--- src/rtl/assert_macros.svh ---
// ----------------------------------------------------------------------------
// Assertion macros
// Shared wrappers for the concurrent checks of the caller-ID frame parser.
// ----------------------------------------------------------------------------
`ifndef ASSERT_MACROS_SVH
`define ASSERT_MACROS_SVH

// Property must hold at every clock edge outside reset.
`define CIDFP_ASSERT(name, clk, rst_n, prop, msg) \
    name: assert property (@(posedge clk) disable iff (!rst_n) prop) \
        else $error(msg);

// Condition must never be seen at a clock edge outside reset.
`define CIDFP_NEVER(name, clk, rst_n, cond, msg) \
    name: assert property (@(posedge clk) disable iff (!rst_n) !(cond)) \
        else $error(msg);

`endif

--- src/rtl/cidfp_pkg.sv ---
// ----------------------------------------------------------------------------
// Caller-ID frame parser package
// Constants, codes and types shared by the parser modules.
// ----------------------------------------------------------------------------
package cidfp_pkg;

    // Framing bytes.
    localparam logic [7:0] SEIZE_BYTE = 8'h55;
    localparam logic [7:0] TYPE_SETUP = 8'h80;

    // Register reset values.
    localparam logic [7:0] MIN_SEIZURE_RESET = 8'd27;
    localparam logic [7:0] MAX_WRONG_RESET   = 8'd4;

    // Payload buffer; the widths below cover the largest buffer allowed.
    localparam int BUFFER_BYTES_DEFAULT = 64;
    localparam int ADDR_W = 6;
    localparam int LEN_W  = 7;

    // Depth of the command queue between front and back.
    localparam int QUEUE_DEPTH = 2;

    // Register indexes on the configuration port.
    typedef enum logic
    {
        REG_MIN_SEIZURE = 1'b0,
        REG_MAX_WRONG   = 1'b1
    } reg_idx_t;

    typedef enum logic [2:0]
    {
        PH_HUNT  = 3'd0,
        PH_SEIZE = 3'd1,
        PH_TYPE  = 3'd2,
        PH_LEN   = 3'd3,
        PH_DATA  = 3'd4
    } phase_t;

    typedef enum logic [2:0]
    {
        KIND_CONSUMED = 3'd0,
        KIND_CODE     = 3'd1,
        KIND_LENGTH   = 3'd2,
        KIND_DATA     = 3'd3,
        KIND_EMPTY    = 3'd4
    } kind_t;

    typedef enum logic [1:0]
    {
        CMD_DONE  = 2'd0,
        CMD_STORE = 2'd1,
        CMD_FRAME = 2'd2
    } cmd_op_t;

    typedef enum logic [1:0]
    {
        B_IDLE = 2'd0,
        B_READ = 2'd1,
        B_EMIT = 2'd2
    } back_state_t;

    typedef enum logic [1:0]
    {
        ROLE_CODE   = 2'd0,
        ROLE_LENGTH = 2'd1,
        ROLE_DATA   = 2'd2
    } role_t;

    // One command from the front to the back.
    typedef struct packed
    {
        cmd_op_t           op;
        logic [ADDR_W-1:0] addr;
        logic [7:0]        data;
        logic [LEN_W-1:0]  len;
    } cmd_t;

endpackage

--- src/rtl/caller_id_frame_parser_unit.sv ---
// ----------------------------------------------------------------------------
// Caller-ID frame parser unit
// Parses demodulated caller-ID bytes: seizure, message type, length, payload
// and checksum, and streams a good frame as code, length and data records.
//
//   Channel  Direction  Handshake             Payload
//   input    in         in_valid / in_ready   rx_byte[7:0]
//   output   out        out_valid / out_ready kind[2:0], value[7:0], last
//   config   in         APB psel / penable    paddr[2:0], pwdata, prdata
//
// An item is taken by the front end whenever the command queue has room; a
// byte that does not finish a good frame yields its single result through the
// queue and the output register. A good frame yields payload_length results
// (one if empty), paced by the registered read port of the payload memory.
// Reset clears all control state at once; the payload memory is not cleared.
// A stalled output backs up into the two-entry queue, then stalls the input.
// ----------------------------------------------------------------------------
module caller_id_frame_parser_unit
#(
    parameter int BUFFER_BYTES = cidfp_pkg::BUFFER_BYTES_DEFAULT
)
(
    input  logic        clk,
    input  logic        rst_n,
    // Received byte channel.
    input  logic        in_valid,
    output logic        in_ready,
    input  logic [7:0]  rx_byte,
    // Result channel.
    output logic        out_valid,
    input  logic        out_ready,
    output logic [2:0]  kind,
    output logic [7:0]  value,
    output logic        last,
    // Configuration port.
    input  logic        psel,
    input  logic        penable,
    input  logic        pwrite,
    input  logic [2:0]  paddr,
    input  logic [31:0] pwdata,
    output logic [31:0] prdata,
    output logic        pready
);
    import cidfp_pkg::*;

    logic [7:0] min_seizure_reg;
    logic [7:0] max_wrong_reg;
    logic       cfg_write;
    reg_idx_t   cfg_idx;
    logic [7:0] cfg_rdata;

    logic       queue_full;
    logic       queue_empty;
    logic       cmd_push;
    logic       cmd_pop;
    cmd_t       push_cmd;
    cmd_t       head_cmd;

    // Registers sit on word boundaries, so only the word address bit selects.
    assign pready    = 1'b1;
    assign cfg_idx   = reg_idx_t'(paddr[2]);
    assign cfg_write = psel && penable && pwrite;

    always_comb
    begin
        case (cfg_idx)
            REG_MIN_SEIZURE: cfg_rdata = min_seizure_reg;
            REG_MAX_WRONG:   cfg_rdata = max_wrong_reg;
            default:         cfg_rdata = 8'd0;
        endcase
    end

    assign prdata = {24'd0, cfg_rdata};

    always_ff @(posedge clk or negedge rst_n)
    begin
        if (!rst_n)
        begin
            min_seizure_reg <= MIN_SEIZURE_RESET;
            max_wrong_reg   <= MAX_WRONG_RESET;
        end
        else if (cfg_write)
        begin
            case (cfg_idx)
                REG_MIN_SEIZURE: min_seizure_reg <= pwdata[7:0];
                REG_MAX_WRONG:   max_wrong_reg   <= pwdata[7:0];
                default:         min_seizure_reg <= min_seizure_reg;
            endcase
        end
    end

    // The front end follows the framing and turns every item into one
    // command: consumed, store a payload byte, or emit a checked frame.
    cidfp_front
    #(
        .BUFFER_BYTES (BUFFER_BYTES)
    )
    u_front
    (
        .clk                  (clk),
        .rst_n                (rst_n),
        .in_valid             (in_valid),
        .in_ready             (in_ready),
        .rx_byte              (rx_byte),
        .min_seizure_count    (min_seizure_reg),
        .max_wrong_type_bytes (max_wrong_reg),
        .queue_full           (queue_full),
        .cmd_push             (cmd_push),
        .cmd                  (push_cmd)
    );

    // The queue keeps commands in order, so payload bytes of a following
    // frame are only written after the current frame has been read out.
    cidfp_cmd_fifo u_queue
    (
        .clk      (clk),
        .rst_n    (rst_n),
        .push     (cmd_push),
        .push_cmd (push_cmd),
        .full     (queue_full),
        .pop      (cmd_pop),
        .head_cmd (head_cmd),
        .empty    (queue_empty)
    );

    // The back end owns the payload memory and the output register.
    cidfp_back
    #(
        .BUFFER_BYTES (BUFFER_BYTES)
    )
    u_back
    (
        .clk         (clk),
        .rst_n       (rst_n),
        .queue_empty (queue_empty),
        .head_cmd    (head_cmd),
        .cmd_pop     (cmd_pop),
        .out_valid   (out_valid),
        .out_ready   (out_ready),
        .kind        (kind),
        .value       (value),
        .last        (last)
    );

endmodule

--- src/rtl/cidfp_cmd_fifo.sv ---
// ----------------------------------------------------------------------------
// Caller-ID command queue
// Short first-in first-out queue of commands between the front and the back.
// ----------------------------------------------------------------------------
`include "assert_macros.svh"

module cidfp_cmd_fifo
(
    input  logic            clk,
    input  logic            rst_n,
    input  logic            push,
    input  cidfp_pkg::cmd_t push_cmd,
    output logic            full,
    input  logic            pop,
    output cidfp_pkg::cmd_t head_cmd,
    output logic            empty
);
    import cidfp_pkg::*;

    localparam int PTR_W = $clog2(QUEUE_DEPTH);
    localparam int CNT_W = $clog2(QUEUE_DEPTH + 1);

    cmd_t             slot_reg [QUEUE_DEPTH];
    logic [PTR_W-1:0] wr_ptr_reg;
    logic [PTR_W-1:0] wr_ptr_next;
    logic [PTR_W-1:0] rd_ptr_reg;
    logic [PTR_W-1:0] rd_ptr_next;
    logic [CNT_W-1:0] count_reg;
    logic [CNT_W-1:0] count_next;

    assign full     = (count_reg == CNT_W'(QUEUE_DEPTH));
    assign empty    = (count_reg == '0);
    assign head_cmd = slot_reg[rd_ptr_reg];

    always_comb
    begin
        wr_ptr_next = push ? wr_ptr_reg + PTR_W'(1) : wr_ptr_reg;
        rd_ptr_next = pop  ? rd_ptr_reg + PTR_W'(1) : rd_ptr_reg;
        count_next  = count_reg;
        if (push && !pop)
        begin
            count_next = count_reg + CNT_W'(1);
        end
        else if (pop && !push)
        begin
            count_next = count_reg - CNT_W'(1);
        end
    end

    always_ff @(posedge clk or negedge rst_n)
    begin
        if (!rst_n)
        begin
            wr_ptr_reg <= '0;
            rd_ptr_reg <= '0;
            count_reg  <= '0;
        end
        else
        begin
            wr_ptr_reg <= wr_ptr_next;
            rd_ptr_reg <= rd_ptr_next;
            count_reg  <= count_next;
        end
    end

    always_ff @(posedge clk)
    begin
        if (push)
        begin
            slot_reg[wr_ptr_reg] <= push_cmd;
        end
    end

    `CIDFP_NEVER(a_no_push_when_full, clk, rst_n, push && full, "command pushed into a full queue")
    `CIDFP_NEVER(a_no_pop_when_empty, clk, rst_n, pop && empty, "command popped from an empty queue")

endmodule

--- src/rtl/cidfp_front.sv ---
// ----------------------------------------------------------------------------
// Caller-ID front end
// Accepts received bytes, tracks the framing and issues one command per item.
// ----------------------------------------------------------------------------
module cidfp_front
#(
    parameter int BUFFER_BYTES = cidfp_pkg::BUFFER_BYTES_DEFAULT
)
(
    input  logic            clk,
    input  logic            rst_n,
    input  logic            in_valid,
    output logic            in_ready,
    input  logic [7:0]      rx_byte,
    input  logic [7:0]      min_seizure_count,
    input  logic [7:0]      max_wrong_type_bytes,
    input  logic            queue_full,
    output logic            cmd_push,
    output cidfp_pkg::cmd_t cmd
);
    import cidfp_pkg::*;

    localparam logic [7:0] BUF_LIMIT = 8'(BUFFER_BYTES);

    phase_t           phase_reg;
    phase_t           phase_next;
    logic [7:0]       counter_reg;
    logic [7:0]       counter_next;
    logic [LEN_W-1:0] len_reg;
    logic [LEN_W-1:0] len_next;
    logic [7:0]       sum_reg;
    logic [7:0]       sum_next;
    logic [7:0]       sum_add;
    logic [7:0]       counter_sat;
    logic             accept;

    assign in_ready    = !queue_full;
    assign accept      = in_valid && in_ready;
    assign cmd_push    = accept;
    assign sum_add     = sum_reg + rx_byte;
    assign counter_sat = (counter_reg == 8'hFF) ? counter_reg : counter_reg + 8'd1;

    always_comb
    begin
        phase_next   = phase_reg;
        counter_next = counter_reg;
        len_next     = len_reg;
        sum_next     = sum_reg;
        cmd.op       = CMD_DONE;
        cmd.addr     = counter_reg[ADDR_W-1:0];
        cmd.data     = rx_byte;
        cmd.len      = len_reg;
        if (accept)
        begin
            case (phase_reg)
                PH_HUNT:
                begin
                    if (rx_byte == SEIZE_BYTE)
                    begin
                        phase_next   = PH_SEIZE;
                        counter_next = 8'd1;
                    end
                end
                PH_SEIZE:
                begin
                    if (rx_byte == SEIZE_BYTE)
                    begin
                        counter_next = counter_sat;
                    end
                    else if (counter_reg >= min_seizure_count)
                    begin
                        counter_next = 8'd0;
                        if (rx_byte == TYPE_SETUP)
                        begin
                            sum_next   = rx_byte;
                            phase_next = PH_LEN;
                        end
                        else
                        begin
                            phase_next = PH_TYPE;
                        end
                    end
                    else
                    begin
                        phase_next = PH_HUNT;
                    end
                end
                PH_TYPE:
                begin
                    if (rx_byte == TYPE_SETUP)
                    begin
                        counter_next = 8'd0;
                        sum_next     = rx_byte;
                        phase_next   = PH_LEN;
                    end
                    else
                    begin
                        counter_next = counter_sat;
                        if (counter_sat >= max_wrong_type_bytes)
                        begin
                            phase_next = PH_HUNT;
                        end
                    end
                end
                PH_LEN:
                begin
                    if (rx_byte != TYPE_SETUP)
                    begin
                        if (rx_byte > BUF_LIMIT)
                        begin
                            phase_next = PH_HUNT;
                        end
                        else
                        begin
                            len_next   = rx_byte[LEN_W-1:0];
                            sum_next   = sum_add;
                            phase_next = PH_DATA;
                        end
                    end
                end
                PH_DATA:
                begin
                    if (counter_reg < {1'b0, len_reg} && counter_reg < BUF_LIMIT)
                    begin
                        cmd.op       = CMD_STORE;
                        counter_next = counter_reg + 8'd1;
                        sum_next     = sum_add;
                    end
                    else
                    begin
                        phase_next = PH_HUNT;
                        if (sum_add == 8'd0)
                        begin
                            counter_next = 8'd0;
                            cmd.op       = CMD_FRAME;
                        end
                    end
                end
                default:
                begin
                    phase_next = PH_HUNT;
                end
            endcase
        end
    end

    always_ff @(posedge clk or negedge rst_n)
    begin
        if (!rst_n)
        begin
            phase_reg   <= PH_HUNT;
            counter_reg <= '0;
            len_reg     <= '0;
            sum_reg     <= '0;
        end
        else
        begin
            phase_reg   <= phase_next;
            counter_reg <= counter_next;
            len_reg     <= len_next;
            sum_reg     <= sum_next;
        end
    end

endmodule

--- src/rtl/cidfp_back.sv ---
// ----------------------------------------------------------------------------
// Caller-ID back end
// Executes commands: stores payload bytes, gives a consumed record per store or done
// command, and walks a checked frame as code, length and data records (an empty one as one empty record).
// ----------------------------------------------------------------------------
`include "assert_macros.svh"

module cidfp_back
#(
    parameter int BUFFER_BYTES = cidfp_pkg::BUFFER_BYTES_DEFAULT
)
(
    input  logic            clk,
    input  logic            rst_n,
    input  logic            queue_empty,
    input  cidfp_pkg::cmd_t head_cmd,
    output logic            cmd_pop,
    output logic            out_valid,
    input  logic            out_ready,
    output logic [2:0]      kind,
    output logic [7:0]      value,
    output logic            last
);
    import cidfp_pkg::*;

    localparam int AW = $clog2(BUFFER_BYTES);

    logic [7:0]       payload_mem [BUFFER_BYTES];
    logic [7:0]       rdata_reg;
    logic             mem_we;

    back_state_t      state_reg;
    back_state_t      state_next;
    role_t            role_reg;
    role_t            role_next;
    logic [LEN_W-1:0] pos_reg;
    logic [LEN_W-1:0] pos_next;
    logic [LEN_W-1:0] pos_inc;
    logic [LEN_W-1:0] len_reg;
    logic [LEN_W-1:0] len_next;
    logic [7:0]       run_reg;
    logic [7:0]       run_next;
    logic             out_valid_reg;
    logic             out_valid_next;
    kind_t            kind_reg;
    kind_t            kind_next;
    logic [7:0]       value_reg;
    logic [7:0]       value_next;
    logic             last_reg;
    logic             last_next;
    logic             out_free;
    logic             walk_last;

    assign out_valid = out_valid_reg;
    assign kind      = kind_reg;
    assign value     = value_reg;
    assign last      = last_reg;
    assign out_free  = !out_valid_reg || out_ready;
    assign pos_inc   = pos_reg + LEN_W'(1);
    assign walk_last = (pos_inc == len_reg);

    always_comb
    begin
        state_next     = state_reg;
        role_next      = role_reg;
        pos_next       = pos_reg;
        len_next       = len_reg;
        run_next       = run_reg;
        out_valid_next = out_valid_reg && !out_ready;
        kind_next      = kind_reg;
        value_next     = value_reg;
        last_next      = last_reg;
        cmd_pop        = 1'b0;
        mem_we         = 1'b0;
        case (state_reg)
            B_IDLE:
            begin
                if (!queue_empty && out_free)
                begin
                    cmd_pop = 1'b1;
                    case (head_cmd.op)
                        CMD_FRAME:
                        begin
                            if (head_cmd.len == '0)
                            begin
                                out_valid_next = 1'b1;
                                kind_next      = KIND_EMPTY;
                                value_next     = 8'd0;
                                last_next      = 1'b1;
                            end
                            else
                            begin
                                pos_next   = '0;
                                len_next   = head_cmd.len;
                                role_next  = ROLE_CODE;
                                state_next = B_READ;
                            end
                        end
                        CMD_STORE:
                        begin
                            mem_we         = 1'b1;
                            out_valid_next = 1'b1;
                            kind_next      = KIND_CONSUMED;
                            value_next     = 8'd0;
                            last_next      = 1'b1;
                        end
                        default:
                        begin
                            out_valid_next = 1'b1;
                            kind_next      = KIND_CONSUMED;
                            value_next     = 8'd0;
                            last_next      = 1'b1;
                        end
                    endcase
                end
            end
            B_READ:
            begin
                state_next = B_EMIT;
            end
            B_EMIT:
            begin
                if (out_free)
                begin
                    out_valid_next = 1'b1;
                    value_next     = rdata_reg;
                    last_next      = walk_last;
                    pos_next       = pos_inc;
                    state_next     = walk_last ? B_IDLE : B_READ;
                    case (role_reg)
                        ROLE_CODE:
                        begin
                            kind_next = KIND_CODE;
                            role_next = ROLE_LENGTH;
                        end
                        ROLE_LENGTH:
                        begin
                            kind_next = KIND_LENGTH;
                            run_next  = rdata_reg;
                            role_next = (rdata_reg == 8'd0) ? ROLE_CODE : ROLE_DATA;
                        end
                        default:
                        begin
                            kind_next = KIND_DATA;
                            run_next  = run_reg - 8'd1;
                            role_next = (run_reg == 8'd1) ? ROLE_CODE : ROLE_DATA;
                        end
                    endcase
                end
            end
            default:
            begin
                state_next = B_IDLE;
            end
        endcase
    end

    always_ff @(posedge clk or negedge rst_n)
    begin
        if (!rst_n)
        begin
            state_reg     <= B_IDLE;
            role_reg      <= ROLE_CODE;
            pos_reg       <= '0;
            len_reg       <= '0;
            run_reg       <= '0;
            out_valid_reg <= 1'b0;
        end
        else
        begin
            state_reg     <= state_next;
            role_reg      <= role_next;
            pos_reg       <= pos_next;
            len_reg       <= len_next;
            run_reg       <= run_next;
            out_valid_reg <= out_valid_next;
        end
    end

    always_ff @(posedge clk)
    begin
        kind_reg  <= kind_next;
        value_reg <= value_next;
        last_reg  <= last_next;
    end

    // Payload memory: one write port, one registered read port.
    always_ff @(posedge clk)
    begin
        if (mem_we)
        begin
            payload_mem[head_cmd.addr[AW-1:0]] <= head_cmd.data;
        end
        if (state_reg == B_READ)
        begin
            rdata_reg <= payload_mem[pos_reg[AW-1:0]];
        end
    end

    `CIDFP_ASSERT(a_walk_in_range, clk, rst_n, (state_reg == B_EMIT) |-> (pos_reg < len_reg), "frame walk ran past the payload length")
    `CIDFP_ASSERT(a_store_gives_result, clk, rst_n, (cmd_pop && head_cmd.op == CMD_STORE) |=> (out_valid_reg && kind_reg == KIND_CONSUMED && last_reg), "stored byte gave no consumed result")
    `CIDFP_NEVER(a_walk_no_pop, clk, rst_n, cmd_pop && state_reg != B_IDLE, "command taken during a frame walk")

endmodule

--- config.mk ---
export PLATFORM = sky130hd
export DESIGN_NAME = caller_id_frame_parser_unit
export DESIGN_NICKNAME = d
export VERILOG_FILES = /design/src/rtl/cidfp_pkg.sv /design/src/rtl/caller_id_frame_parser_unit.sv /design/src/rtl/cidfp_cmd_fifo.sv /design/src/rtl/cidfp_front.sv /design/src/rtl/cidfp_back.sv
export VERILOG_INCLUDE_DIRS = /design/src /design/src/rtl
export SDC_FILE = /design/constraint.sdc
export NUM_CORES = 1
export LEC_CHECK = 0
export BUFFER_PORTS_ARGS = -buffer_cell sky130_fd_sc_hd__buf_2
export CAP_MARGIN = 15
export CORE_AREA = 2 2 305 307
export DETAILED_ROUTE_END_ITERATION = 16
export DIE_AREA = 0 0 307 309
export HOLD_SLACK_MARGIN = 0.15
export PLACE_DENSITY = 0.49
export REMOVE_ABC_BUFFERS = 1
export SYNTH_ARGS = -nofsm -noshare
export SYNTH_HDL_FRONTEND = slang
export SYNTH_SLANG_ARGS = --single-unit
--- constraint.sdc ---
create_clock -name clk -period 6.9 [get_ports clk]
set_input_delay 2.07 -clock clk [delete_from_list [all_inputs] [get_ports clk]]
set_output_delay 2.07 -clock clk [all_outputs]
set_load 0.02 [all_outputs]
==> summary.md, run 1 <==
| Metric | Value |
|---|---|
| Outcome | complete, no violations |
| Fin crit period | 4.91 ns |
| Die extent in y | 309 um |
| Clk sinks | 651 |
| CTS tree | yes |
| Sequential area share after synthesis | 70.5% |
| Area contributors post-synth | edfxtp_1 (64%), mux4_2 (14%), dfrtp_1 (6.2%) |
| Post-synth cell types | 73 |
| Most frequent cells after synthesis | edfxtp_1 (578), mux4_2 (168), nor2_1 (115), nand2_1 (79), dfrtp_1 (68) |
| Mean Syn Cell Area | 18.0 um2 |
| Worst Min Path Start | u_front.len_reg[3] |
| Post-synth EDFFs | between 500 and 600 |
| Via count of the first global-routing pass | 13900 |
| Worst-Skew Late Latency | slightly above 0.6 ns |
| Via/cell ratio | ~4.9 |
| Min-Delay Path Class | flop to flop |
| # setup viols final | 0 |
| Filler cells | 8701 |
| Post-CTS Setup Bufs | 0 |
| Kind of critical path | input pin to output pin |
| Final RePlAce weighted congestion | 0.802 |
| Post-route ant nets | 0 |
| Hold path endpoint | u_queue.slot_reg[1][3] |
| Worst Setup SP | paddr[2] |
| CP arrival | 2.84 ns |
| Required @ worst endpoint | ~4.8 ns |
| Final HPWL DP | about 38000 um |
| # hold bufs at CTS | 0 |
| Max Cap Viol | 0 |
| Final Max Slew Viols | 0 |
| Port buffer count | 45 |
| Ys flop type | edfxtp_1 |
| Ant. Diodes | 0 |
| Reg2reg end | u_front.phase_reg[0] |
| Reg-to-reg slack, setup | roughly 3.1 ns |
| Die area | 94900 um2 |
| Proportion of layout cells with a drive suffix above 1 | 22.8% |
| Initial antenna violation count | 1 |
| Post-synthesis instance area | 27200 um2 |
| Slew of the pin with the lowest slew margin | between 1 and 1.5 ns |
| Clk slew on worst S/H paths | approximately 0.06 ns |
| CORE AREA | 91400 um2 |
| Rel. slew slack | a little under a quarter |
| Hold Path Stages | 0 |
| Pin count of the biggest net entering global routing | 69 |
| Nets | 1674 |
| R2R depth | 12 |
| Area growth, synth to finish | 13.7% |
| Setup TNS | 0 ns |
| Yosys top cell area share | between 60 and 70% |
| Crit. End Element | output pin |
| Final hold vios | 0 |
| CTS-repair resized insts | 0 |
| Die Wd | 307 um |
| Initial drt markers | 1102 |
| Clk root buf | clkbuf_16 |
| Max FO, Critical Path | 17 |
| Warnings, synthesis | 0 |
| Initial Util | just under 30% |
| Leakage | 10.1 nW |
| DRC Markers | 0 |
| GRT Util Overall | 13.4% |
| Peak Freq | 204 MHz |
| RSZ-0062 raised after global routing | no |
| Ys async rst share | 11.2% |
| Wirelength per Cell | ~22 um |
| CTS Buffer Depth | 3 |
| Total global routing overflow | 0 |
| H-tree levels | 3 |
| Max reg flops | 512 |
| Worst r2r src | u_front.counter_reg[0] |
| First-pass iteration count of the detailed router | 5 |
| Via count | roughly 14000 |
| First-pass GRT wire length | 93900 um |
| Post-Syn Instances | around 1500 |
| IO Pins | 97 |
| # rows | between 100 and 150 |
| VDD IR max | 0.244 mV |
| Final Skew | 0.0276 ns |
| Top-count cell post-synth | edfxtp_1 |
| Cell accounting for the most synthesized area | edfxtp_1 |
| Drt total wl | 63200 um |
| Tcrit/Tclk final | 71.1% |
| Tot Pwr | around 12 mW |
| Type of origin of the critical path | input pin |
| #FFs+latches synth | 651 |
| Power Density | ~400 nW/um2 |
| Num CTS Buffers | 71 |
## placed cells by master, fill, tap and decap left out, types with 13 or more instances in the layout
master / synthesis / final
nor2_1: 115 / 113
ha_1: 34 / 34
edfxtp_1: 578 / 578
inv_1: 47 / 47
conb_1: 2 / 25
clkbuf_16: 0 / 71
xnor2_1: 16 / 16
buf_2: 10 / 44
mux2_2: 28 / 28
clkbuf_1: 39 / 26
nand2_1: 79 / 79
o21ai_1: 22 / 22
dfrtp_1: 68 / 65
mux4_2: 168 / 168
xor2_1: 14 / 14
and2_1: 13 / 13
nand2b_1: 14 / 14
o21ai_0: 41 / 41
a21oi_1: 22 / 22
buf_4: 25 / 23
mux2i_1: 17 / 17
## per-stage QoR
step | hold WS (ns) | setup slack [ns] | std cells | instance area [um2] | util [%]
after CTS | 0.479 | 1.99 | 2827 | 30900 | 33.9
after detailed placement | 0.464 | 1.92 | 2700 | 28700 | 31.4
after floorplan | 0.442 | 0.0221 | 1448 | 26800 | -
final | 0.478 | 1.99 | 2829 | 31000 | 33.9
after global placement | 0.460 | 1.99 | 2700 | 28700 | 31.4
after global routing | 0.494 | 1.93 | 2829 | 31000 | 33.9
## where the power goes
group          internal [mW]  total, mW  leakage (nW)  switching [mW]
registers               5.03       5.38          6.08           0.353
logic                   1.25       3.11          2.90            1.86
clock network           2.16       3.69          1.09            1.53
## layer usage
| metal | wire (um) | global-route usage [%] | part of all wire [%] |
|---|---|---|---|
| met3 | 3320 | 2.78 | 5.2 |
| met2 | 28900 | 20.6 | 46 |
| met1 | 29900 | 19.6 | 47 |
| met4 | 1010 | 2.90 | 1.6 |
| met5 | 13 | 0 | 0.021 |
## cell type report
cell class	instances	area [um2]	share of cell area, %
Clock buffer	103	1960	6.32
Sequential cell	651	19200	62.0
Timing Repair Buffer	68	404	1.31
Multi-Input combinational cell	750	7470	24.1
Inverter	47	176	0.570
Tap cell	1186	1480	4.79
Clock inverter	24	270	0.873
## kinds of logic after synthesis
logic type	share of synthesized area, %
compound gates	3.83
xor+xnor	1.05
fa+ha+maj	1.64
buf+inv	2.43
flops	70.5
mux	15.8
other cells	0.0276
simple gates	4.75
## how the worst max path moves through the flow
| stage | end | depth (start not counted) |
|---|---|---|
| 2_1_floorplan | u_back.rdata_reg[0] | 3 |
| 3_3_place_gp | prdata[0] | 3 |
| 3_5_place_dp | u_front.counter_reg[7] | 11 |
| 4_1_cts | prdata[0] | 3 |
| 5_1_grt | prdata[0] | 3 |
| 6_report | prdata[0] | 3 |
## critical path: stages
cell	delay [ns]
buf_2	0.24
mux2_2	0.37
buf_2	0.16
No activity file was read; power rests on OpenSTA's default activity.
==> run 2: changes to the inputs <==
--- a/config.mk
+++ b/config.mk
@@ -12,7 +12,7 @@
 export DETAILED_ROUTE_END_ITERATION = 16
 export DIE_AREA = 0 0 307 309
 export HOLD_SLACK_MARGIN = 0.15
-export PLACE_DENSITY = 0.49
+export PLACE_DENSITY = 0.51
 export REMOVE_ABC_BUFFERS = 1
 export SYNTH_ARGS = -nofsm -noshare
 export SYNTH_HDL_FRONTEND = slang
==> constraint.sdc (replaced) <==
create_clock -name clk -period 4.2 [get_ports clk]
set_input_delay 1.26 -clock clk [delete_from_list [all_inputs] [get_ports clk]]
set_output_delay 1.26 -clock clk [all_outputs]
set_load 0.02 [all_outputs]
==> summary.md, run 2 (synthesis results as in run 1) <==
| Metric | Value |
|---|---|
| Wirelength per Cell | 21.9 um |
| CTS tree | yes |
| Clk slew on worst S/H paths | 0.06 ns |
| First-pass iteration count of the detailed router | 5 |
| Most common cell after layout, fill and taps aside | edfxtp_1 |
| Tot Pwr | 20.1 mW |
| Initial drt markers | 1104 |
| Die Wd | roughly 310 um |
| CTS Buffer Depth | 3 |
| First-pass GRT wire length | 95200 um |
| Ant. Diodes | 0 |
| Die extent in y | 309 um |
| Fin crit period | between 3 and 4 ns |
| Reg-to-reg slack, setup | 0.53 ns |
| Final HPWL DP | ~41000 um |
| Final setup margin | between 0.5 and 0.6 ns |
| WHS | 0.474 ns |
| Final Skew | 0.0253 ns |
| # hold bufs at CTS | 0 |
| Area of the multi-input gates | 7470 um2 |
| Total global routing overflow | 0 |
| RSZ-0062 raised after global routing | no |
| Outcome | complete, no violations |
| Rel. slew slack | 30.8% |
| Worst Setup SP | u_front.counter_reg[1] |
| Reg2reg end | u_front.phase_reg[1] |
| CTS-repair resized insts | 0 |
| Required @ worst endpoint | 4.67 ns |
| Area after DPL | approximately 29000 um2 |
| Final Max Slew Viols | 0 |
| Area growth, synth to finish | 16.2% |
| Slew of the pin with the lowest slew margin | 1.04 ns |
| Worst-Skew Late Latency | 0.61 ns |
| Reg area | about 19000 um2 |
| Pin count of the biggest net entering global routing | 59 |
| Num CTS Buffers | 72 |
| Port buffer count | 45 |
| Proportion of layout cells with a drive suffix above 1 | around a quarter |
| IO Pins | 97 |
| Final RePlAce weighted congestion | 0.797 |
| Hold Path Stages | 0 |
| GRT Util Overall | a little over an eighth |
| Clk root buf | clkbuf_16 |
| Tcrit/Tclk final | 87.5% |
| R2R depth | 12 |
| Max reg flops | 512 |
| Final hold vios | 0 |
| Via/cell ratio | 4.84 |
| Max Cap Viol | 0 |
| Initial Util | 29.8% |
| Post-route ant nets | 0 |
| Nets | 1752 |
| Via count of the first global-routing pass | 14400 |
| Min-Delay Path Class | flop to flop |
| Worst r2r src | u_front.counter_reg[1] |
| # rows | ~110 |
| CORE AREA | 91400 um2 |
| Kind of critical path | flop to flop |
| Via count | between 10000 and 15000 |
| Clk sinks | 651 |
| Peak Freq | 272 MHz |
| Initial antenna violation count | 1 |
| Setup crit end | u_front.phase_reg[1] |
| Power Density | 637 nW/um2 |
| Type of origin of the critical path | flop |
| DRC Markers | 0 |
| Filler cells | roughly 8600 |
| Post-route cell area | 31600 um2 |
| Placement Setup Slack | 0.200 ns |
| Leakage | 10.5 nW |
| Die area | roughly 95000 um2 |
| Crit. End Element | flop |
| Commonest non-fill, non-tap cells in the layout | edfxtp_1 (578), mux4_2 (168), nor2_1 (113), buf_4 (96), nand2_1 (79) |
| H-tree levels | 3 |
| CP arrival | between 4 and 5 ns |
| # setup viols final | 0 |
| VDD IR max | 0.313 mV |
| Drt total wl | 63700 um |
| Max FO, Critical Path | 9 |
| Post-CTS Setup Bufs | 0 |
[run 2: cell types whose count changed in the layout (fill, tap and decap cells not counted), moves of 4 or more]
cell      delta
buf_4       +73
clkbuf_1    -15
clkinv_1    +10
buf_12       +5
clkbuf_8     -5
clkinv_2     +4
[run 2: area by class of cell]
cell class / instances / share of cell area [%]
clock inverters: 42 / 1.22
clock buffers: 85 / 5.95
repair buffers: 145 / 3.29
flip-flops and latches: 651 / 60.7
well taps: 1186 / 4.69
inverters: 47 / 0.558
multi-input cells: 750 / 23.6
[run 2: worst min-delay path by stage]
stage                       start                      to
6_report       u_front.len_reg[6]  u_queue.slot_reg[0][6]
5_1_grt        u_front.len_reg[1]  u_queue.slot_reg[0][1]
4_1_cts        u_front.len_reg[6]  u_queue.slot_reg[0][6]
3_5_place_dp   u_front.len_reg[1]  u_queue.slot_reg[0][1]
3_3_place_gp   u_front.len_reg[1]  u_queue.slot_reg[0][1]
2_1_floorplan  u_front.len_reg[1]  u_queue.slot_reg[0][1]
[run 2: metrics by stage]
| stage | utilization [%] | cells | TNS [ns] |
|---|---|---|---|
| 2_1_floorplan | - | 1448 | -38.35 |
| 3_3_place_gp | 32.1 | 2778 | 0 |
| 3_5_place_dp | 32.1 | 2778 | 0 |
| 4_1_cts | 34.6 | 2905 | 0 |
| 5_1_grt | 34.6 | 2906 | 0 |
| 6_report | 34.6 | 2906 | 0 |
[run 2: worst max-delay path, stage by stage (launching register included)]
cell and delay [ns]:
dfrtp_1 0.52, ha_1 0.30, and3_1 0.23, and3_1 0.23, nand3_1 0.28, mux2_2 0.37, ha_1 0.27, a21o_1 0.11
a211oi_1 0.07, or3_1 0.40, a221oi_2 0.43, mux2i_1 0.24, o31ai_1 0.09
[run 2: routing by layer]
layer,GRT usage (%),routed length [um],vias up
li1,-,-,6273
met1,19.2,28700,7361
met2,21.9,30700,364
met3,2.58,3420,68
met4,2.79,939,2
met5,0,8,-
[run 2: power breakdown]
group | switching, mW | internal, mW | leakage (nW)
logic | 3.14 | 2.16 | 3.33
clock network | 2.55 | 3.53 | 1.10
registers | 0.504 | 8.25 | 6.08
total | 6.20 | 13.9 | 10.5
